==> src/design/g_peb_pkg.sv <==
`timescale 1ns / 1ps
`default_nettype none

package g_peb_pkg;

  localparam logic [7:0]  DleByte    = 8'h10;
  localparam logic [15:0] CheckMagic = 16'hAAAA;
  localparam logic [15:0] SumInit    = 16'hFFFF;
  localparam logic [3:0]  NoDataK    = 4'd9;
  localparam logic [3:0]  MaxCode    = 4'd8;
  localparam logic [12:0] SegBase    = 13'd16;

  typedef enum logic {
    CMD_START = 1'b0,
    CMD_DATA  = 1'b1
  } cmd_e;

  typedef enum logic [2:0] {
    POS_DLE  = 3'd0,
    POS_K    = 3'd1,
    POS_C0   = 3'd2,
    POS_C1   = 3'd3,
    POS_CTRL = 3'd4,
    POS_XOR  = 3'd5
  } pos_e;

  typedef struct packed {
    logic       command;
    logic [1:0] packet_type;
    logic [2:0] first_field;
    logic [2:0] second_field;
    logic [3:0] segment_code;
    logic [7:0] data_byte;
  } item_t;

  typedef struct packed {
    logic [3:0]  k;
    logic [15:0] sum;
    logic [7:0]  ctrl;
  } env_t;

endpackage

`default_nettype wire

==> src/design/g_peb_in_if.sv <==
`timescale 1ns / 1ps
`default_nettype none

interface g_peb_in_if;
  logic       valid;
  logic       ready;
  logic       command;
  logic [1:0] packet_type;
  logic [2:0] first_field;
  logic [2:0] second_field;
  logic [3:0] segment_code;
  logic [7:0] data_byte;

  modport source (
    output valid, command, packet_type, first_field, second_field, segment_code, data_byte,
    input  ready
  );

  modport sink (
    input  valid, command, packet_type, first_field, second_field, segment_code, data_byte,
    output ready
  );
endinterface

`default_nettype wire

==> src/design/g_peb_out_if.sv <==
`timescale 1ns / 1ps
`default_nettype none

interface g_peb_out_if;
  logic       valid;
  logic       ready;
  logic [7:0] wire_byte;
  logic       last_of_envelope;

  modport source (
    output valid, wire_byte, last_of_envelope,
    input  ready
  );

  modport sink (
    input  valid, wire_byte, last_of_envelope,
    output ready
  );
endinterface

`default_nettype wire

==> src/design/g_packet_envelope_builder.sv <==
// path: a closing item's envelope is registered as pending, then loaded to the output
// throughput: one item per cycle while no envelope waits behind the one on the output
// an envelope occupies the output for six words; one more is held, then input stalls
// the checksum step (rotate, add, add, compare) for one data word is combinational
// reset: checksum state to its initial value, no packet open, no words pending
`timescale 1ns / 1ps
`default_nettype none

module g_packet_envelope_builder (
  input  logic               clk_i,
  input  logic               rst_ni,
  g_peb_in_if.sink           in_i,
  g_peb_out_if.source        out_o
);

  logic             accept;
  logic             in_ready;
  logic             push;
  g_peb_pkg::item_t item;
  g_peb_pkg::env_t  env;

  assign in_i.ready = in_ready;
  assign accept     = in_i.valid && in_ready;

  assign item = '{
    command:      in_i.command,
    packet_type:  in_i.packet_type,
    first_field:  in_i.first_field,
    second_field: in_i.second_field,
    segment_code: in_i.segment_code,
    data_byte:    in_i.data_byte
  };

  g_peb_csum u_csum (
    .clk_i    (clk_i),
    .rst_ni   (rst_ni),
    .accept_i (accept),
    .item_i   (item),
    .push_o   (push),
    .env_o    (env)
  );

  g_peb_env u_env (
    .clk_i       (clk_i),
    .rst_ni      (rst_ni),
    .push_i      (push),
    .env_i       (env),
    .in_ready_o  (in_ready),
    .out_valid_o (out_o.valid),
    .out_ready_i (out_o.ready),
    .wire_byte_o (out_o.wire_byte),
    .last_o      (out_o.last_of_envelope)
  );

endmodule

`default_nettype wire

==> src/design/g_peb_csum.sv <==
`timescale 1ns / 1ps
`default_nettype none

module g_peb_csum (
  input  logic             clk_i,
  input  logic             rst_ni,
  input  logic             accept_i,
  input  g_peb_pkg::item_t item_i,
  output logic             push_o,
  output g_peb_pkg::env_t  env_o
);

  logic [15:0] rs_q, rs_d;
  logic [15:0] rt_q, rt_d;
  logic [12:0] br_q, br_d;
  logic [7:0]  ctrl_q, ctrl_d;
  logic [3:0]  k_q, k_d;
  logic        open_q, open_d;

  logic [15:0] rot;
  logic [15:0] add;
  logic [15:0] rt_sum;
  logic [15:0] rs_new;
  logic [12:0] br_dec;
  logic [7:0]  ctrl_new;

  // g checksum step
  assign rot      = {rs_q[14:0], rs_q[15]};
  assign add      = rot + {8'h00, item_i.data_byte};
  assign rt_sum   = rt_q + (add ^ {3'b000, br_q});
  assign rs_new   = (add <= rot) ? (add ^ rt_sum) : add;
  assign br_dec   = br_q - 13'd1;
  assign ctrl_new = {item_i.packet_type, item_i.first_field, item_i.second_field};

  always_comb begin
    rs_d   = rs_q;
    rt_d   = rt_q;
    br_d   = br_q;
    ctrl_d = ctrl_q;
    k_d    = k_q;
    open_d = open_q;
    push_o = 1'b0;
    env_o  = '{k: k_q, sum: rs_q, ctrl: ctrl_q};
    if (accept_i) begin
      if (item_i.command == g_peb_pkg::CMD_START) begin
        if (item_i.segment_code <= g_peb_pkg::MaxCode) begin
          ctrl_d = ctrl_new;
          rs_d   = g_peb_pkg::SumInit;
          rt_d   = 16'h0000;
          if (item_i.segment_code == 4'd0) begin
            open_d = 1'b0;
            br_d   = 13'd0;
            k_d    = g_peb_pkg::NoDataK;
            push_o = 1'b1;
            env_o  = '{k: g_peb_pkg::NoDataK, sum: 16'h0000, ctrl: ctrl_new};
          end else begin
            k_d    = item_i.segment_code;
            br_d   = g_peb_pkg::SegBase << item_i.segment_code;
            open_d = 1'b1;
          end
        end
      end else if (open_q) begin
        rs_d = rs_new;
        rt_d = rt_sum;
        br_d = br_dec;
        if (br_dec == 13'd0) begin
          open_d = 1'b0;
          push_o = 1'b1;
          env_o  = '{k: k_q, sum: rs_new, ctrl: ctrl_q};
        end
      end
    end
  end

  always_ff @(posedge clk_i or negedge rst_ni) begin
    if (!rst_ni) begin
      rs_q   <= g_peb_pkg::SumInit;
      rt_q   <= 16'h0000;
      br_q   <= 13'd0;
      ctrl_q <= 8'h00;
      k_q    <= g_peb_pkg::NoDataK;
      open_q <= 1'b0;
    end else begin
      rs_q   <= rs_d;
      rt_q   <= rt_d;
      br_q   <= br_d;
      ctrl_q <= ctrl_d;
      k_q    <= k_d;
      open_q <= open_d;
    end
  end

`ifndef SYNTH
  a_open_count: assert property (@(posedge clk_i) disable iff (!rst_ni)
    open_q == (br_q != 13'd0))
    else $error("open flag and byte count disagree");

  a_open_k: assert property (@(posedge clk_i) disable iff (!rst_ni)
    open_q |-> (k_q != g_peb_pkg::NoDataK && k_q != 4'd0))
    else $error("open packet with no-data size code");

  a_push_closes: assert property (@(posedge clk_i) disable iff (!rst_ni)
    push_o |=> !open_q && rs_q == g_peb_pkg::SumInit || !open_q)
    else $error("envelope pushed while packet stays open");
`endif

endmodule

`default_nettype wire

==> src/design/g_peb_env.sv <==
`timescale 1ns / 1ps
`default_nettype none

module g_peb_env (
  input  logic            clk_i,
  input  logic            rst_ni,
  input  logic            push_i,
  input  g_peb_pkg::env_t env_i,
  output logic            in_ready_o,
  output logic            out_valid_o,
  input  logic            out_ready_i,
  output logic [7:0]      wire_byte_o,
  output logic            last_o
);

  g_peb_pkg::env_t pend_q, pend_d;
  logic            pend_vld_q, pend_vld_d;

  logic            drain_q, drain_d;
  g_peb_pkg::pos_e pos_q, pos_d, pos_next;
  logic [3:0]      k_q, k_d;
  logic [15:0]     check_q, check_d;
  logic [7:0]      ctrl_q, ctrl_d;

  logic            out_fire;
  logic            load;
  logic [7:0]      xor_byte;

  assign out_fire   = drain_q && out_ready_i;
  assign load       = pend_vld_q && (!drain_q || (out_fire && pos_q == g_peb_pkg::POS_XOR));
  assign in_ready_o = !pend_vld_q || load;

  always_comb begin
    case (pos_q)
      g_peb_pkg::POS_DLE:  pos_next = g_peb_pkg::POS_K;
      g_peb_pkg::POS_K:    pos_next = g_peb_pkg::POS_C0;
      g_peb_pkg::POS_C0:   pos_next = g_peb_pkg::POS_C1;
      g_peb_pkg::POS_C1:   pos_next = g_peb_pkg::POS_CTRL;
      g_peb_pkg::POS_CTRL: pos_next = g_peb_pkg::POS_XOR;
      default:             pos_next = g_peb_pkg::POS_DLE;
    endcase
  end

  always_comb begin
    pend_d     = pend_q;
    pend_vld_d = pend_vld_q;
    drain_d    = drain_q;
    pos_d      = pos_q;
    k_d        = k_q;
    check_d    = check_q;
    ctrl_d     = ctrl_q;
    if (push_i) begin
      pend_d     = env_i;
      pend_vld_d = 1'b1;
    end else if (load) begin
      pend_vld_d = 1'b0;
    end
    if (load) begin
      drain_d = 1'b1;
      pos_d   = g_peb_pkg::POS_DLE;
      k_d     = pend_q.k;
      check_d = g_peb_pkg::CheckMagic - (pend_q.sum ^ {8'h00, pend_q.ctrl});
      ctrl_d  = pend_q.ctrl;
    end else if (out_fire) begin
      if (pos_q == g_peb_pkg::POS_XOR) begin
        drain_d = 1'b0;
      end
      pos_d = pos_next;
    end
  end

  assign xor_byte = {4'h0, k_q} ^ check_q[7:0] ^ check_q[15:8] ^ ctrl_q;

  always_comb begin
    case (pos_q)
      g_peb_pkg::POS_DLE:  wire_byte_o = g_peb_pkg::DleByte;
      g_peb_pkg::POS_K:    wire_byte_o = {4'h0, k_q};
      g_peb_pkg::POS_C0:   wire_byte_o = check_q[7:0];
      g_peb_pkg::POS_C1:   wire_byte_o = check_q[15:8];
      g_peb_pkg::POS_CTRL: wire_byte_o = ctrl_q;
      g_peb_pkg::POS_XOR:  wire_byte_o = xor_byte;
      default:             wire_byte_o = g_peb_pkg::DleByte;
    endcase
  end

  assign out_valid_o = drain_q;
  assign last_o      = (pos_q == g_peb_pkg::POS_XOR);

  always_ff @(posedge clk_i or negedge rst_ni) begin
    if (!rst_ni) begin
      pend_vld_q <= 1'b0;
      drain_q    <= 1'b0;
      pos_q      <= g_peb_pkg::POS_DLE;
    end else begin
      pend_vld_q <= pend_vld_d;
      drain_q    <= drain_d;
      pos_q      <= pos_d;
    end
  end

  always_ff @(posedge clk_i) begin
    pend_q  <= pend_d;
    k_q     <= k_d;
    check_q <= check_d;
    ctrl_q  <= ctrl_d;
  end

`ifndef SYNTH
  a_push_free: assert property (@(posedge clk_i) disable iff (!rst_ni)
    push_i |-> !pend_vld_q || load)
    else $error("envelope pushed over a pending one");

  a_pend_held: assert property (@(posedge clk_i) disable iff (!rst_ni)
    pend_vld_q && !load |=> pend_vld_q)
    else $error("pending envelope dropped");

  a_pos_step: assert property (@(posedge clk_i) disable iff (!rst_ni)
    drain_q && out_ready_i && pos_q == g_peb_pkg::POS_DLE |=> pos_q == g_peb_pkg::POS_K)
    else $error("envelope position did not advance");

  a_load_start: assert property (@(posedge clk_i) disable iff (!rst_ni)
    load |=> drain_q && pos_q == g_peb_pkg::POS_DLE)
    else $error("envelope load did not start at the first word");
`endif

endmodule

`default_nettype wire
==> src/flat_wrapper.sv <==
// flat-port wrapper written by rule: the top's interface ports become plain ports
module g_packet_envelope_builder_flat 
  (clk_i, rst_ni, in_i_valid, in_i_command, in_i_packet_type, in_i_first_field, in_i_second_field, in_i_segment_code, in_i_data_byte, in_i_ready, out_o_valid, out_o_wire_byte, out_o_last_of_envelope, out_o_ready);
  g_peb_in_if in_i_i ();
  g_peb_out_if out_o_i ();
  input  logic clk_i;
  input  logic rst_ni;
  input wire logic [$bits(in_i_i.valid)-1:0] in_i_valid;
  input wire logic [$bits(in_i_i.command)-1:0] in_i_command;
  input wire logic [$bits(in_i_i.packet_type)-1:0] in_i_packet_type;
  input wire logic [$bits(in_i_i.first_field)-1:0] in_i_first_field;
  input wire logic [$bits(in_i_i.second_field)-1:0] in_i_second_field;
  input wire logic [$bits(in_i_i.segment_code)-1:0] in_i_segment_code;
  input wire logic [$bits(in_i_i.data_byte)-1:0] in_i_data_byte;
  output wire logic [$bits(in_i_i.ready)-1:0] in_i_ready;
  output wire logic [$bits(out_o_i.valid)-1:0] out_o_valid;
  output wire logic [$bits(out_o_i.wire_byte)-1:0] out_o_wire_byte;
  output wire logic [$bits(out_o_i.last_of_envelope)-1:0] out_o_last_of_envelope;
  input wire logic [$bits(out_o_i.ready)-1:0] out_o_ready;
  assign in_i_i.valid = in_i_valid;
  assign in_i_i.command = in_i_command;
  assign in_i_i.packet_type = in_i_packet_type;
  assign in_i_i.first_field = in_i_first_field;
  assign in_i_i.second_field = in_i_second_field;
  assign in_i_i.segment_code = in_i_segment_code;
  assign in_i_i.data_byte = in_i_data_byte;
  assign in_i_ready = in_i_i.ready;
  assign out_o_valid = out_o_i.valid;
  assign out_o_wire_byte = out_o_i.wire_byte;
  assign out_o_last_of_envelope = out_o_i.last_of_envelope;
  assign out_o_i.ready = out_o_ready;
  g_packet_envelope_builder u_core (.clk_i(clk_i), .rst_ni(rst_ni), .in_i(in_i_i), .out_o(out_o_i));
endmodule
==> config.mk <==
export PLATFORM = sky130hd
export DESIGN_NAME = g_packet_envelope_builder_flat
export DESIGN_NICKNAME = d
export VERILOG_FILES = /design/src/design/g_peb_pkg.sv /design/src/design/g_peb_in_if.sv /design/src/design/g_peb_out_if.sv /design/src/design/g_packet_envelope_builder.sv /design/src/design/g_peb_csum.sv /design/src/design/g_peb_env.sv /design/src/flat_wrapper.sv
export SDC_FILE = /design/constraint.sdc
export NUM_CORES = 1
export LEC_CHECK = 0
export BUFFER_PORTS_ARGS = -buffer_cell sky130_fd_sc_hd__buf_2
export CAP_MARGIN = 20
export CORE_MARGIN = 2
export CORE_UTILIZATION = 46
export CTS_CLUSTER_SIZE = 30
export DETAILED_ROUTE_END_ITERATION = 10
export GPL_TIMING_DRIVEN = 0
export PLACE_DENSITY = 0.63
export SLEW_MARGIN = 15
export SYNTH_ARGS = -nofsm -noshare
export SYNTH_HDL_FRONTEND = slang
export SYNTH_SLANG_ARGS = --single-unit
==> constraint.sdc <==
create_clock -name clk_i -period 8.8 [get_ports clk_i]
set_clock_uncertainty 0.15 [all_clocks]
set_input_delay 1.32 -clock clk_i [delete_from_list [all_inputs] [get_ports clk_i]]
set_output_delay 1.32 -clock clk_i [all_outputs]
set_load 0.02 [all_outputs]
==> results by group <==
Final layout
  • Most common cell after layout, fill and taps aside: edfxtp_1
  • ANT cells: 0
  • Final core utilization: ~54%
  • Multi-input logic area: 3988 um^2
  • P&R area growth vs syn: 14.17%
  • Commonest non-fill, non-tap cells in the layout: 56 x edfxtp_1, 52 x xnor2_1, 51 x o21ai_0
  • Layout fillers: approximately 1400
  • Final-stage net count: 845
  • Storage element area: between 3000 and 4000 um^2
  • Share of layout cells above drive strength 1: roughly 17%

Clock tree
  • CTS Buf Count: 17
  • CTS tree: done
  • Postcts setup bufs: 0
  • Hold_buf cts: 0
  • CTS sink cnt: 119
  • Clock-pin slew on the worst setup and hold paths: about 0.060 ns
  • CTS max path bufs: 2
  • Worst-Skew Late Latency: approximately 0.42 ns
  • Clock Tree Root: clkbuf_16
  • # H-tree levels: 4
  • Gates resized, CTS repair: 0

GRT
  • Initial antenna violation count: 0
  • All-Layer GR Usage: between 20% and 30%
  • Final global-route overflow total: 0
  • Largest net degree at the start of global routing: 60
  • First-pass GRT wire length: just under 30000 um
  • Vias in the first global route: between 5000 and 6000

Floorplanning
  • Initial Util: a little under half
  • Die area: 17360 um^2
  • Area of the core: roughly 16000 um^2
  • Total I/O pin count: 36
  • Die Height: between 100 and 150 um
  • Die Wd: between 100 and 150 um
  • Rows: 46

Worst setup path
  • Crit path launch: in_i_data_byte[0]
  • Crit path DAT: 5.83 ns
  • Crit path max fanout: 5
  • R2R Setup Slk: ~3.6 ns
  • Startpoint Class: primary input
  • Crit end category: flop
  • R2R Path Start: u_core.u_csum.rs_q[15]
  • CP endpoint: u_core.u_env.pend_q[22]
  • Reg2reg end: u_core.u_env.pend_q[22]
  • Worst endpoint required time: 8.80 ns
  • R2R depth: 20
  • Setup CP Type: in2reg

Logic synthesis
  • Mapped Nets: slightly below 800
  • Top post-synthesis cells by area: edfxtp_1 22%, dfrtp_1 15%, ha_1 6.5%
  • Largest area contributor in the netlist: edfxtp_1
  • Syn. warnings: 0
  • Yosys cell types: 74
  • Sequential area share after synthesis: approximately 44%
  • Top_reg_cell synth: edfxtp_1
  • Yosys top cell area share: about 22%
  • Synth Instances: slightly above 700
  • Fraction of registers with async set/reset: about 53%
  • Yosys reg bits: 119
  • EDFF count, synth: 56
  • Post-Syn Area: 7507 um^2
  • Avg Inst Size Synth: approximately 10 um^2

Timing
  • Slew headroom: between 50 and 60%
  • Max Slew Vio Count: 0
  • Worst-margin pin slew: about 0.68 ns
  • Final setup viols: 0
  • Setup TNS Final: 0 ns
  • RSZ-0062 raised after global routing: no
  • Fmax: roughly 0.17 GHz
  • Final period util: 66.27%
  • Final hold violations: 0
  • Post-route minimum period: roughly 5.8 ns

Routing
  • TritonRoute pass-1 iters: 5
  • DRC viols: 0
  • Total Routed Length: 18280 um
  • Via-per-instance ratio: around 5.7
  • Final ANT Viol Nets: 0
  • Iter 0 DRT Violations: approximately 340
  • Via count: about 5700
  • Routed wire length per instance: around 18 um

Job
  • # Max-Cap Violations: 0

Min path
  • Hold Crit Class: reg2reg

Placement
  • Port Buffer Count: 34
  • GPL Wtd Cong: ~0.95
  • Dpl hpwl: between 10000 and 15000 um

Status
  • Status: complete, no violations
cell usage after synthesis (3+ instances only):
library cell and number:
o21ai_0 51, xnor2_1 52, o21ai_1 13, nand2b_1 8, ha_1 39, xor2_1 45
edfxtp_1 56, nor2b_1 9, mux2i_1 11, o221ai_1 5, inv_1 28, clkbuf_1 20
a211oi_1 4, a31oi_1 5, a21oi_1 27, buf_2 5, o22ai_1 8, nand3b_1 6
mux2_2 18, o21a_1 6, nor3_1 14, a21boi_0 3, and2_1 5, nand3_1 29
nor2_1 39, nor4_1 5, nand4_1 6, a22o_1 14, a21o_1 11, dfstp_2 18
dfrtp_1 45, nand2_1 40, o21bai_1 5, a22oi_1 20
metal layers:
layer,wire [um],track usage (%),up-vias
li1,-,-,2765
met1,7967,26.71,2774
met2,9103,37.64,144
met3,690,4.460,33
met4,522,8.514,0
met5,0,0,-
area by class of cell:
type / instances / area share (%)
clock inverters: 13 / 1.708
multi-input cells: 547 / 46.53
well taps: 216 / 3.153
clock buffers: 19 / 5.168
inverters: 30 / 1.314
plain buffers: 29 / 1.518
flip-flops and latches: 119 / 38.28
repair buffers: 35 / 2.336
metrics by stage:
stage               instances  worst slack (ns)  hold slack, ns  cell area, um^2
detailed placement        976             2.595          0.2561             7978
global placement          975             2.659          0.2545             7948
finish                   1008             2.968          0.2715             8571
CTS                      1008             3.006          0.2697             8567
global route             1008             2.709          0.2888             8571
floorplan                 725             3.308          0.2503             7507
kinds of logic (layout without fill, tap and decap cells):
logic type	Yosys count	count (layout)	synth area share [%]
AND/OR/NAND/NOR	183	183	12.97
multiplexers	31	31	4.467
buffers and inverters	59	126	3.233
AO/OA/AOI/OAI	195	195	17.28
XOR/XNOR	97	97	11.32
adder cells (fa/ha/maj)	41	41	7.033
flip-flops	119	119	43.70
worst min-delay path by stage:
stage                     slack (ns)             endpoint  cells past startpoint                    start
after floorplan                 0.25  u_core.u_env.k_q[0]                      0  u_core.u_env.pend_q[24]
after global placement          0.25  u_core.u_env.k_q[3]                      0  u_core.u_env.pend_q[27]
after detailed placement        0.26  u_core.u_env.k_q[1]                      0  u_core.u_env.pend_q[25]
after CTS                       0.27  u_core.u_env.k_q[1]                      0  u_core.u_env.pend_q[25]
after global routing            0.29  u_core.u_env.k_q[3]                      0  u_core.u_env.pend_q[27]
final                           0.27  u_core.u_env.k_q[1]                      0  u_core.u_env.pend_q[25]
sequential cells by signal, summed over array words and instances (netlist names):
name	flops
u_core.u_env.k_q	4
u_core.u_env.check_q	16
u_core.u_csum.open_q	1
u_core.u_csum.br_q	13
u_core.u_csum.ctrl_q	8
u_core.u_csum.k_q	4
u_core.u_env.out_valid_o	1
u_core.u_env.pend_q	28
u_core.u_csum.rt_q	16
u_core.u_csum.rs_q	16
u_core.u_env.pend_vld_q	1
u_core.u_env.ctrl_q	8
u_core.u_env.pos_q	3
worst max-delay path, cell delays in order:
cell	delay, ns
buf_2	0.12
ha_1	0.25
fa_1	0.44
a21o_1	0.20
a21oi_1	0.22
o21bai_1	0.11
a21oi_1	0.24
o21bai_1	0.09
a21o_1	0.20
nand2_1	0.12
nor2_1	0.06
ha_1	0.37
xnor2_1	0.17
ha_1	0.37
and4_1	0.17
a221oi_1	0.38
a211oi_1	0.15
xor2_1	0.23
o21ai_1	0.11
xnor2_1	0.17
mux2_1	0.34
Power is left out: the tool's default activity adds up to more than one toggle a clock period on the data nets, which glitch-free logic cannot reach.
